File: src/hw/rtl/eams_pkg.sv
package eams_pkg;

    localparam logic [1:0] MODE_QUEUE = 2'd0;
    localparam logic [1:0] MODE_TICK  = 2'd1;
    localparam logic [1:0] MODE_CLEAR = 2'd2;

    localparam logic [1:0] CFG_SPEED  = 2'd0;
    localparam logic [1:0] CFG_EASE   = 2'd1;
    localparam logic [1:0] CFG_ANIM   = 2'd2;

    localparam logic [15:0] SPEED_RESET = 16'd256;

    localparam logic [16:0] PROG_ONE    = 17'h10000;
    localparam logic [49:0] ONE_Q48     = 50'h1_0000_0000_0000;
    localparam logic [17:0] THREE_Q16   = 18'd196608;
    localparam logic [17:0] BASE_90     = 18'd23040;
    localparam logic [17:0] BASE_180    = 18'd46080;
    localparam logic [50:0] ROUND_HALF  = 51'h0_0000_8000_0000;

    typedef enum logic [1:0] {
        EASE_SMOOTH = 2'd0,
        EASE_CUBIC  = 2'd1,
        EASE_BACK   = 2'd2,
        EASE_LINEAR = 2'd3
    } t_ease;

    typedef struct packed {
        logic [15:0] speed;
        t_ease       ease;
        logic        anim;
    } t_cfg;

    typedef struct packed {
        logic        is_queue;
        logic        is_tick;
        logic        is_clear;
        logic [7:0]  move_code;
        logic        is_double;
        logic        record;
        logic [15:0] delta;
    } t_cmd;

    typedef struct packed {
        logic        done_valid;
        logic [7:0]  done_move;
        logic        done_record;
        logic        animating;
        logic [15:0] angle;
        logic        dropped;
    } t_result;

endpackage

File: src/hw/rtl/eased_move_animation_sequencer_top.sv
// the back end takes one item at a time and accepts the next only after the last result
// is loaded into the output register; its sequencer runs the tick increment, the two
// easing products and the angle scaling through one shared multiplier
// a two-item command queue and an output register let either side stall on its own
// reset clears configuration, move queue count and pointers, the busy flag and progress;
// move queue memory contents are not cleared and are only read after being written
module eased_move_animation_sequencer_top #(
    parameter int QUEUE_DEPTH    = 16,
    parameter int MOVE_CODE_BITS = 8
) (
    input  logic        i_clk,
    input  logic        i_rst_n,
    input  logic        i_s_axis_tvalid,
    output logic        o_s_axis_tready,
    // move_code[7:0], is_double[8], record_history[9], delta_time[25:10]
    input  logic [31:0] i_s_axis_tdata,
    // mode[1:0]
    input  logic [1:0]  i_s_axis_tuser,
    output logic        o_m_axis_tvalid,
    input  logic        i_m_axis_tready,
    // done_move[7:0], done_record[8], animating[9], angle[25:10], dropped[26]
    output logic [31:0] o_m_axis_tdata,
    // done_valid[0]
    output logic [0:0]  o_m_axis_tuser,
    input  logic        i_cfg_valid,
    output logic        o_cfg_ready,
    input  logic [1:0]  i_cfg_index,
    input  logic [15:0] i_cfg_data
);

    import eams_pkg::*;

    t_cfg    r_cfg;
    t_cmd    w_cmd;
    logic    w_cmd_valid;
    logic    w_cmd_pop;
    t_result w_res;

    assign o_cfg_ready = 1'b1;

    always_ff @(posedge i_clk) begin
        if (!i_rst_n) begin
            r_cfg.speed <= SPEED_RESET;
            r_cfg.ease  <= EASE_SMOOTH;
            r_cfg.anim  <= 1'b1;
        end else if (i_cfg_valid && o_cfg_ready) begin
            unique case (i_cfg_index)
                CFG_SPEED: r_cfg.speed <= i_cfg_data;
                CFG_EASE:  r_cfg.ease  <= t_ease'(i_cfg_data[1:0]);
                CFG_ANIM:  r_cfg.anim  <= i_cfg_data[0];
                default: begin
                end
            endcase
        end
    end

    eams_front u_front (
        .i_clk          (i_clk),
        .i_rst_n        (i_rst_n),
        .i_s_axis_tvalid(i_s_axis_tvalid),
        .o_s_axis_tready(o_s_axis_tready),
        .i_s_axis_tdata (i_s_axis_tdata),
        .i_s_axis_tuser (i_s_axis_tuser),
        .o_cmd_valid    (w_cmd_valid),
        .o_cmd          (w_cmd),
        .i_cmd_pop      (w_cmd_pop)
    );

    eams_back #(
        .QUEUE_DEPTH   (QUEUE_DEPTH),
        .MOVE_CODE_BITS(MOVE_CODE_BITS)
    ) u_back (
        .i_clk      (i_clk),
        .i_rst_n    (i_rst_n),
        .i_cfg      (r_cfg),
        .i_cmd_valid(w_cmd_valid),
        .i_cmd      (w_cmd),
        .o_cmd_pop  (w_cmd_pop),
        .o_res_valid(o_m_axis_tvalid),
        .i_res_ready(i_m_axis_tready),
        .o_res      (w_res)
    );

    assign o_m_axis_tdata = {5'b0, w_res.dropped, w_res.angle, w_res.animating,
                             w_res.done_record, w_res.done_move};
    assign o_m_axis_tuser = w_res.done_valid;

    a_angle_range: assert property (@(posedge i_clk) disable iff (!i_rst_n)
        o_m_axis_tvalid |-> (o_m_axis_tdata[25:10] <= 16'd47800))
        else $error("angle out of range");

    a_still_angle: assert property (@(posedge i_clk) disable iff (!i_rst_n)
        (o_m_axis_tvalid && !o_m_axis_tdata[9]) |-> (o_m_axis_tdata[25:10] == 16'd0))
        else $error("angle shown while not animating");

    a_no_done_fields: assert property (@(posedge i_clk) disable iff (!i_rst_n)
        (o_m_axis_tvalid && !o_m_axis_tuser[0]) |-> (o_m_axis_tdata[8:0] == 9'd0))
        else $error("completion fields set without completion");

    a_pop_spacing: assert property (@(posedge i_clk) disable iff (!i_rst_n)
        w_cmd_pop |=> !w_cmd_pop)
        else $error("back end took two items in a row");

endmodule

File: src/hw/rtl/eams_ram.sv
module eams_ram #(
    parameter int WIDTH = 10,
    parameter int DEPTH = 16
) (
    input  logic                     i_clk,
    input  logic                     i_we,
    input  logic [$clog2(DEPTH)-1:0] i_waddr,
    input  logic [WIDTH-1:0]         i_wdata,
    input  logic                     i_re,
    input  logic [$clog2(DEPTH)-1:0] i_raddr,
    output logic [WIDTH-1:0]         o_rdata
);

    logic [WIDTH-1:0] r_mem [DEPTH];
    logic [WIDTH-1:0] r_rdata;

    always_ff @(posedge i_clk) begin
        if (i_we) begin
            r_mem[i_waddr] <= i_wdata;
        end
        if (i_re) begin
            r_rdata <= r_mem[i_raddr];
        end
    end

    assign o_rdata = r_rdata;

endmodule

File: src/hw/rtl/eams_front.sv
module eams_front (
    input  logic            i_clk,
    input  logic            i_rst_n,
    input  logic            i_s_axis_tvalid,
    output logic            o_s_axis_tready,
    input  logic [31:0]     i_s_axis_tdata,
    input  logic [1:0]      i_s_axis_tuser,
    output logic            o_cmd_valid,
    output eams_pkg::t_cmd  o_cmd,
    input  logic            i_cmd_pop
);

    import eams_pkg::*;

    t_cmd       w_in;
    t_cmd       r_mem [2];
    logic       r_wp;
    logic       r_rp;
    logic [1:0] r_cnt;
    logic [1:0] n_cnt;
    logic       w_accept;

    // classify the item by its mode and unpack its data fields
    always_comb begin
        w_in.is_queue  = (i_s_axis_tuser == MODE_QUEUE);
        w_in.is_tick   = (i_s_axis_tuser == MODE_TICK);
        w_in.is_clear  = (i_s_axis_tuser == MODE_CLEAR);
        w_in.move_code = i_s_axis_tdata[7:0];
        w_in.is_double = i_s_axis_tdata[8];
        w_in.record    = i_s_axis_tdata[9];
        w_in.delta     = i_s_axis_tdata[25:10];
    end

    assign o_s_axis_tready = (r_cnt != 2'd2);
    assign w_accept        = i_s_axis_tvalid & o_s_axis_tready;
    assign o_cmd_valid     = (r_cnt != 2'd0);
    assign o_cmd           = r_mem[r_rp];

    always_comb begin
        n_cnt = r_cnt;
        if (w_accept && !i_cmd_pop) begin
            n_cnt = r_cnt + 2'd1;
        end else if (!w_accept && i_cmd_pop) begin
            n_cnt = r_cnt - 2'd1;
        end
    end

    always_ff @(posedge i_clk) begin
        if (!i_rst_n) begin
            r_cnt <= 2'd0;
            r_wp  <= 1'b0;
            r_rp  <= 1'b0;
        end else begin
            r_cnt <= n_cnt;
            if (w_accept) begin
                r_wp <= ~r_wp;
            end
            if (i_cmd_pop) begin
                r_rp <= ~r_rp;
            end
        end
    end

    always_ff @(posedge i_clk) begin
        if (w_accept) begin
            r_mem[r_wp] <= w_in;
        end
    end

endmodule

File: src/hw/rtl/eams_back.sv
module eams_back #(
    parameter int QUEUE_DEPTH    = 16,
    parameter int MOVE_CODE_BITS = 8
) (
    input  logic              i_clk,
    input  logic              i_rst_n,
    input  eams_pkg::t_cfg    i_cfg,
    input  logic              i_cmd_valid,
    input  eams_pkg::t_cmd    i_cmd,
    output logic              o_cmd_pop,
    output logic              o_res_valid,
    input  logic              i_res_ready,
    output eams_pkg::t_result o_res
);

    import eams_pkg::*;

    localparam int PW = $clog2(QUEUE_DEPTH);
    localparam int CW = $clog2(QUEUE_DEPTH + 1);
    localparam int EW = MOVE_CODE_BITS + 2;

    typedef enum logic [9:0] {
        S_IDLE = 10'b00_0000_0001,
        S_EXEC = 10'b00_0000_0010,
        S_TICK = 10'b00_0000_0100,
        S_ADV  = 10'b00_0000_1000,
        S_POP  = 10'b00_0001_0000,
        S_E1   = 10'b00_0010_0000,
        S_E2   = 10'b00_0100_0000,
        S_E3   = 10'b00_1000_0000,
        S_OUT  = 10'b01_0000_0000,
        S_WAIT = 10'b10_0000_0000
    } t_state;

    t_state        r_state;
    t_state        n_state;
    logic [CW-1:0] r_count;
    logic [PW-1:0] r_head;
    logic          r_busy;
    logic [16:0]   r_progress;
    logic          r_out_valid;

    t_cmd          r_cmd;
    logic [EW-1:0] r_active;
    logic [31:0]   r_prod;
    logic [32:0]   r_sq;
    logic [48:0]   r_cube;
    logic [50:0]   r_scaled;
    logic          r_done;
    logic [EW-1:0] r_done_entry;
    logic          r_dropped;
    t_result       r_out;

    logic [EW-1:0] w_new_entry;
    logic [EW-1:0] w_rdata;
    logic [PW:0]   w_tail_sum;
    logic [PW-1:0] w_tail;
    logic [PW-1:0] w_head_inc;
    logic          w_full;
    logic          w_we;
    logic          w_adv;
    logic [34:0]   w_prod5;
    logic [27:0]   w_np;
    logic          w_finish;
    logic [16:0]   w_t;
    logic [16:0]   w_v;
    logic [49:0]   w_e48;
    logic [32:0]   w_mul_a;
    logic [17:0]   w_mul_b;
    logic [50:0]   w_mul_p;
    logic [50:0]   w_rounded;
    logic          w_load;
    t_result       w_result;

    assign w_new_entry = {r_cmd.record, r_cmd.is_double, MOVE_CODE_BITS'(r_cmd.move_code)};

    // queue pointers, full flag and write and advance conditions
    assign w_full     = (r_count == CW'(QUEUE_DEPTH));
    assign w_tail_sum = (PW + 1)'(r_head) + (PW + 1)'(r_count);
    assign w_tail     = (w_tail_sum >= (PW + 1)'(QUEUE_DEPTH))
                      ? PW'(w_tail_sum - (PW + 1)'(QUEUE_DEPTH)) : PW'(w_tail_sum);
    assign w_head_inc = (r_head == PW'(QUEUE_DEPTH - 1)) ? '0 : r_head + PW'(1);
    assign w_we       = (r_state == S_EXEC) && r_cmd.is_queue && !w_full;
    assign w_adv      = (r_cmd.is_queue || r_cmd.is_tick) && !r_busy && (r_count != '0)
                      && (i_cfg.anim || !r_done);

    eams_ram #(
        .WIDTH(EW),
        .DEPTH(QUEUE_DEPTH)
    ) u_queue (
        .i_clk  (i_clk),
        .i_we   (w_we),
        .i_waddr(w_tail),
        .i_wdata(w_new_entry),
        .i_re   ((r_state == S_ADV) && w_adv),
        .i_raddr(r_head),
        .o_rdata(w_rdata)
    );

    // tick increment: delta * speed * 5 / 256
    assign w_prod5  = {1'b0, r_prod, 2'b00} + {3'b000, r_prod};
    assign w_np     = {1'b0, w_prod5[34:8]} + 28'(r_progress);
    assign w_finish = r_busy && (w_np >= 28'(PROG_ONE));

    assign w_t = r_progress;
    assign w_v = PROG_ONE - r_progress;

    always_comb begin
        unique case (i_cfg.ease)
            EASE_SMOOTH: w_e48 = 50'(r_cube);
            EASE_CUBIC:  w_e48 = ONE_Q48 - 50'(r_cube);
            EASE_BACK:   w_e48 = ONE_Q48 + {1'b0, r_sq, 16'b0} - {r_cube, 1'b0};
            EASE_LINEAR: w_e48 = {1'b0, w_t, 32'b0};
            default:     w_e48 = '0;
        endcase
    end

    // shared multiplier, operands chosen by step
    always_comb begin
        w_mul_a = '0;
        w_mul_b = '0;
        unique case (r_state)
            S_EXEC: begin
                w_mul_a = 33'(r_cmd.delta);
                w_mul_b = 18'(i_cfg.speed);
            end
            S_E1: begin
                w_mul_a = (i_cfg.ease == EASE_SMOOTH) ? 33'(w_t) : 33'(w_v);
                w_mul_b = (i_cfg.ease == EASE_SMOOTH) ? 18'(w_t) : 18'(w_v);
            end
            S_E2: begin
                w_mul_a = r_sq;
                w_mul_b = (i_cfg.ease == EASE_SMOOTH) ? (THREE_Q16 - {w_t, 1'b0}) : 18'(w_v);
            end
            S_E3: begin
                w_mul_a = w_e48[48:16];
                w_mul_b = r_active[MOVE_CODE_BITS] ? BASE_180 : BASE_90;
            end
            default: begin
                w_mul_a = '0;
                w_mul_b = '0;
            end
        endcase
    end

    assign w_mul_p   = w_mul_a * w_mul_b;
    assign w_rounded = r_scaled + ROUND_HALF;

    always_comb begin
        w_result.done_valid  = r_done;
        w_result.done_move   = r_done ? 8'(r_done_entry[MOVE_CODE_BITS-1:0]) : 8'd0;
        w_result.done_record = r_done & r_done_entry[MOVE_CODE_BITS+1];
        w_result.animating   = r_busy;
        w_result.angle       = r_busy ? w_rounded[47:32] : 16'd0;
        w_result.dropped     = r_dropped;
    end

    assign w_load    = (r_state == S_OUT) && (!r_out_valid || i_res_ready);
    assign o_cmd_pop = (r_state == S_IDLE) && i_cmd_valid;

    always_comb begin
        n_state = r_state;
        unique case (r_state)
            S_IDLE:  n_state = i_cmd_valid ? S_EXEC : S_IDLE;
            S_EXEC:  n_state = r_cmd.is_tick ? S_TICK : S_ADV;
            S_TICK:  n_state = S_ADV;
            S_ADV:   n_state = w_adv ? S_POP : S_E1;
            S_POP:   n_state = S_E1;
            S_E1:    n_state = S_E2;
            S_E2:    n_state = S_E3;
            S_E3:    n_state = S_OUT;
            S_OUT:   n_state = w_load ? S_IDLE : S_WAIT;
            S_WAIT:  n_state = S_OUT;
            default: n_state = S_IDLE;
        endcase
    end

    always_ff @(posedge i_clk) begin
        if (!i_rst_n) begin
            r_state     <= S_IDLE;
            r_count     <= '0;
            r_head      <= '0;
            r_busy      <= 1'b0;
            r_progress  <= '0;
            r_out_valid <= 1'b0;
        end else begin
            r_state <= n_state;
            if (w_load) begin
                r_out_valid <= 1'b1;
            end else if (i_res_ready) begin
                r_out_valid <= 1'b0;
            end
            unique case (r_state)
                S_EXEC: begin
                    if (w_we) begin
                        r_count <= r_count + CW'(1);
                    end
                    if (r_cmd.is_clear) begin
                        r_count    <= '0;
                        r_head     <= '0;
                        r_busy     <= 1'b0;
                        r_progress <= '0;
                    end
                end
                S_TICK: begin
                    if (w_finish) begin
                        r_progress <= PROG_ONE;
                        r_busy     <= 1'b0;
                    end else if (r_busy) begin
                        r_progress <= w_np[16:0];
                    end
                end
                S_POP: begin
                    r_head  <= w_head_inc;
                    r_count <= r_count - CW'(1);
                    if (i_cfg.anim) begin
                        r_busy     <= 1'b1;
                        r_progress <= '0;
                    end
                end
                default: begin
                end
            endcase
        end
    end

    always_ff @(posedge i_clk) begin
        unique case (r_state)
            S_IDLE: begin
                if (i_cmd_valid) begin
                    r_cmd        <= i_cmd;
                    r_done       <= 1'b0;
                    r_dropped    <= 1'b0;
                    r_done_entry <= '0;
                end
            end
            S_EXEC: begin
                r_prod <= w_mul_p[31:0];
                if (r_cmd.is_queue && w_full) begin
                    r_dropped <= 1'b1;
                end
            end
            S_TICK: begin
                if (w_finish) begin
                    r_done       <= 1'b1;
                    r_done_entry <= r_active;
                end
            end
            S_POP: begin
                if (i_cfg.anim) begin
                    r_active <= w_rdata;
                end else begin
                    r_done       <= 1'b1;
                    r_done_entry <= w_rdata;
                end
            end
            S_E1:    r_sq     <= w_mul_p[32:0];
            S_E2:    r_cube   <= w_mul_p[48:0];
            S_E3:    r_scaled <= w_mul_p;
            S_OUT: begin
                if (w_load) begin
                    r_out <= w_result;
                end
            end
            default: begin
            end
        endcase
    end

    assign o_res_valid = r_out_valid;
    assign o_res       = r_out;

endmodule
File: config.mk
export PLATFORM = sky130hd
export DESIGN_NAME = eased_move_animation_sequencer_top
export DESIGN_NICKNAME = d
export VERILOG_FILES = /design/src/hw/rtl/eams_pkg.sv /design/src/hw/rtl/eased_move_animation_sequencer_top.sv /design/src/hw/rtl/eams_ram.sv /design/src/hw/rtl/eams_front.sv /design/src/hw/rtl/eams_back.sv
export SDC_FILE = /design/constraint.sdc
export NUM_CORES = 2
export LEC_CHECK = 0
export BUFFER_PORTS_ARGS = -buffer_cell sky130_fd_sc_hd__buf_4
export CAP_MARGIN = 20
export CORE_MARGIN = 5
export CORE_UTILIZATION = 30
export CTS_BUF_LIST = sky130_fd_sc_hd__clkbuf_16
export DETAILED_ROUTE_END_ITERATION = 12
export PLACE_DENSITY = 0.44
export RECOVER_POWER = 50
export SETUP_SLACK_MARGIN = 0.15
export SYNTH_ARGS = -nofsm -noshare
export SYNTH_HDL_FRONTEND = slang
export SYNTH_SLANG_ARGS = --single-unit
export TNS_END_PERCENT = 20
File: constraint.sdc
create_clock -name i_clk -period 13.7 [get_ports i_clk]
set_input_delay 0.685 -clock i_clk [delete_from_list [all_inputs] [get_ports i_clk]]
set_output_delay 0.685 -clock i_clk [all_outputs]
set_load 0.01 [all_outputs]
==> results.py <==
metrics = {
    "timing": {
        "skew_ns": 0.0516,
        "tns_ns": 0,
        "setup_viol": 0,
        "finalCritPeriodShare": 0.853,
        "max-slew-margin-rel": -0.342,
        "tightest_slew_ns": 2.01,
        "hold_violations": 0,
        "rsz0062_at_grt": "no",
        "fmax_ghz": 0.0856,
        "drv_slew": 123,
        "period_minus_slack_ns": 11.69,
    },
    "flow_run": {
        "maxCapViolCount": 4,
    },
    "route": {
        "wl_met1_um": 63000,
        "drtPass1Iterations": 6,
        "vias_per_cell": 4.91,
        "wl_um": 137000,
        "antenna_left": 0,
        "drtIter0Drc": 1992,
        "wl_met2_um": 63300,
        "wl_met3_um": 6790,
        "dr_total_vias": 30235,
        "dr.max_layer_used": "met5",
        "routedWlPerCell_um": 22.2,
        "drcViolationCount": 0,
    },
    "critical_path": {
        "critPathMaxStageDelay_ns": 0.83,
        "rr_worst_depth": 32,
        "cpMostUsedCell": "fa_1",
        "rrSetupSlack_ns": 2.01,
        "end_kind": "register",
        "cp_top_family": "compound AO/OA/AOI/OAI gates",
        "path_class": "reg -> reg",
        "worstPathArrival_ns": 12.07,
        "critPathMaxFanout": 33,
        "reg2reg_from": "u_back.r_state[9]$_SDFF_PN0_",
        "cp.required_ns": 14.08,
        "slowest_stage": "clkinv_2",
        "reg2reg_to": "u_back.r_cube[47]$_DFFE_PN_",
        "worstPathBufferInverterCount": 6,
        "critPathLaunchType": "register",
    },
    "status": {
        "outcome": "finished, violations left",
        "failed_checks": "capacitance limit, slew limit",
    },
    "global_routing": {
        "overflow": 0,
        "grt_pass1_vias": 30768,
        "antenna_found_initial": 8,
        "grt_max_degree": 70,
        "track_usage": 0.179,
        "grt_pass1_wl_um": 204000,
    },
    "finish": {
        "syn2layout_area_growth_pct": 11.1,
        "fin_util": 0.336,
        "nets": 5010,
        "drive_gt1_frac": 0.0694,
    },
    "floorplanning": {
        "die_y_um": 388,
        "core_um2": 142000,
        "io_pins": 93,
        "die_width_um": 388,
        "start_util": 0.303,
        "dieArea_um2": 151000,
        "num_rows": 138,
    },
    "cts": {
        "clockRootBuffer": "clkbuf_16",
        "cts_sinks": 498,
        "cts_buffer_depth": 3,
        "cts_hold_buf": 0,
        "clk_pin_slew_ns": 0.06,
        "cts_tree": "done",
        "cts_buffers": 56,
        "clock_latency_ns": 0.64,
        "cts_max_level": 2,
        "cts_setup_buffers": 0,
        "ctsResizeCount": 0,
    },
    "placed_design": {
        "port-buffer-count": 80,
        "gp_congestion": 0.860,
        "dpl.hpwl_um": 102000,
    },
    "hold_path": {
        "whs_path_depth": 1,
        "hp-class": "in -> reg",
        "min_from": "i_s_axis_tdata[9]",
        "hold_path_end": "u_front.r_mem[1][16]$_DFFE_PP_",
    },
    "synth": {
        "synth_edf_count": 437,
        "avgSynthCellArea_um2": 10.3,
        "syn_area_um2": 43000,
        "synthCells": 4163,
        "yosysWarnings": 0,
        "synth-seq-cells": 498,
        "yosysSeqAreaShare": 0.334,
        "yosys.cell_types.count": 91,
        "async_reset_ff_frac": 0,
        "synthFlopType": "edfxtp_1",
    },
    "power_and_ir_drop": {
        "max-vdd-ir-drop_uv": 102,
        "powerDensity_nw_per_um2": 84.0,
        "cellLeakagePower_nw": 19.7,
    },
}
area by class of cell:
cell class,count,area [um2]
Fill cell,14520,94200
Multi-Input combinational cell,2867,25600
Sequential cell,498,14300
Inverter,630,2370
Tap cell,1890,2360
Clock buffer,57,1430
Timing Repair Buffer,171,1130
Clock inverter,45,464
Antenna cell,4,10.0
where the power goes:
part | total (mW) | switching [mW] | internal, mW
Combinational | 0.475 | 0.308 | 0.167
Sequential | 1.99 | 0.140 | 1.85
Clock | 1.55 | 0.639 | 0.908
Total | 4.01 | 1.09 | 2.92
state kept, by name, indices dropped and copies added, names as in the netlist, 17 cells and up:
register / flops
u_back.r_prod: 32
u_back.u_queue.r_mem: 160
u_back.o_res: 28
u_front.r_mem: 58
u_back.r_progress: 17
u_back.r_scaled: 17
u_back.r_cmd: 29
r_cfg: 19
u_back.r_cube: 49
u_back.r_sq: 33
cells in the final DEF (no fill, tap or decap), types with 18 or more instances in the layout:
cell / Yosys / final
mux2_2: 37 / 31
mux4_2: 20 / 20
and2_1: 106 / 83
a22o_1: 31 / 30
xor2_1: 54 / 54
ha_1: 232 / 232
nor2b_1: 28 / 27
o21a_1: 24 / 24
clkbuf_16: 0 / 57
fa_1: 497 / 497
nand3_1: 53 / 53
and3_1: 24 / 24
buf_4: 8 / 103
inv_1: 627 / 637
nand2b_1: 22 / 22
a21o_1: 53 / 53
nor2_1: 294 / 293
a221oi_1: 22 / 22
o21ai_0: 109 / 109
and2_0: 2 / 25
xnor2_1: 140 / 140
nor3_1: 42 / 42
o21bai_1: 18 / 18
nand2_1: 527 / 527
edfxtp_1: 437 / 437
clkbuf_1: 129 / 48
a22oi_1: 26 / 26
a21oi_1: 179 / 179
dfxtp_1: 61 / 59
a31oi_1: 21 / 21
mux2i_1: 49 / 49
layer usage:
| metal | GRT usage | vias to the layer above |
|---|---|---|
| met5 | 0 | - |
| met4 | 0.0462 | 4 |
| met3 | 0.0255 | 173 |
| met2 | 0.291 | 718 |
| met1 | 0.253 | 15384 |
| li1 | - | 13956 |
cells by family (layout without fill, tap and decap cells):
group           Yosys count  count (layout)  synth area share
simple gates           1194            1194             0.126
buf+inv                 802             903            0.0716
fa+ha+maj               729             729             0.299
compound gates          638             638            0.0978
flops                   498             498             0.334
xor+xnor                194             194            0.0395
mux                     106             106            0.0316
other cells               2              10          0.000175
worst register-to-register path: cells and delay by family, from the launching register on:
kind                       cells  cell delay, ns
AOI/OAI and AO/OA             12            4.40
adders and majority gates      7            3.52
buffers and inverters          6            1.60
and+or+nand+nor                6            1.37
DFF                            1            0.41
xor gates and xnor gates       1            0.16
metrics by stage:
stage | cell area (um2) | cells | setup WS, ns | hold slack [ns] | total power [mW]
global placement | 45900 | 6046 | 2.36 | 0.404 | 2.50
finish | 47700 | 6162 | 2.01 | 0.253 | 4.01
detailed placement | 46000 | 6053 | 2.32 | 0.406 | 2.51
floorplan | 43000 | 4167 | 3.56 | 0.400 | 2.26
CTS | 47900 | 6155 | 2.28 | 0.180 | 4.07
global route | 47700 | 6158 | 1.50 | 0.217 | 4.19
synth_stat cells, types with 9 or more instances:
master | instances | area [um2]
a2111oi_0 | 9 | 78.8
a211oi_1 | 17 | 128
a21o_1 | 53 | 398
a21oi_1 | 179 | 896
a221oi_1 | 22 | 193
a22o_1 | 31 | 272
a22oi_1 | 26 | 195
a31oi_1 | 21 | 131
and2_1 | 106 | 663
and3_1 | 24 | 150
buf_1 | 20 | 75.1
buf_2 | 12 | 60.1
clkbuf_1 | 129 | 484
dfxtp_1 | 61 | 1220
edfxtp_1 | 437 | 13100
fa_1 | 497 | 9950
ha_1 | 232 | 2900
inv_1 | 627 | 2350
mux2_2 | 37 | 417
mux2i_1 | 49 | 490
mux4_2 | 20 | 450
nand2_1 | 527 | 1980
nand2b_1 | 22 | 138
nand3_1 | 53 | 265
nand3b_1 | 10 | 75.1
nand4_1 | 17 | 106
nor2_1 | 294 | 1100
nor2b_1 | 28 | 175
nor3_1 | 42 | 210
nor4_1 | 10 | 62.6
o211ai_1 | 15 | 113
o21a_1 | 24 | 180
o21ai_0 | 109 | 546
o21ai_1 | 18 | 90.1
o21bai_1 | 18 | 135
o22ai_1 | 10 | 62.6
o31ai_1 | 13 | 97.6
or3_1 | 15 | 93.8
xnor2_1 | 140 | 1230
xor2_1 | 54 | 473
worst max-delay path by stage:
stage | cells after the start | end | slack, ns | start
after floorplan | 32 | u_back.r_cube[48]$_DFFE_PN_ | 3.56 | u_back.r_state[0]$_SDFF_PN1_
after global routing | 34 | u_back.r_cube[47]$_DFFE_PN_ | 1.50 | u_back.r_progress[0]$_SDFFE_PN0P_
final | 32 | u_back.r_cube[47]$_DFFE_PN_ | 2.01 | u_back.r_state[9]$_SDFF_PN0_
after CTS | 34 | u_back.r_cube[47]$_DFFE_PN_ | 2.28 | u_back.r_progress[0]$_SDFFE_PN0P_
after global placement | 34 | u_back.r_cube[48]$_DFFE_PN_ | 2.36 | u_back.r_state[0]$_SDFF_PN1_
after detailed placement | 34 | u_back.r_scaled[47]$_DFFE_PN_ | 2.32 | u_back.r_progress[0]$_SDFFE_PN0P_
Power figures use the tool's default switching activity.
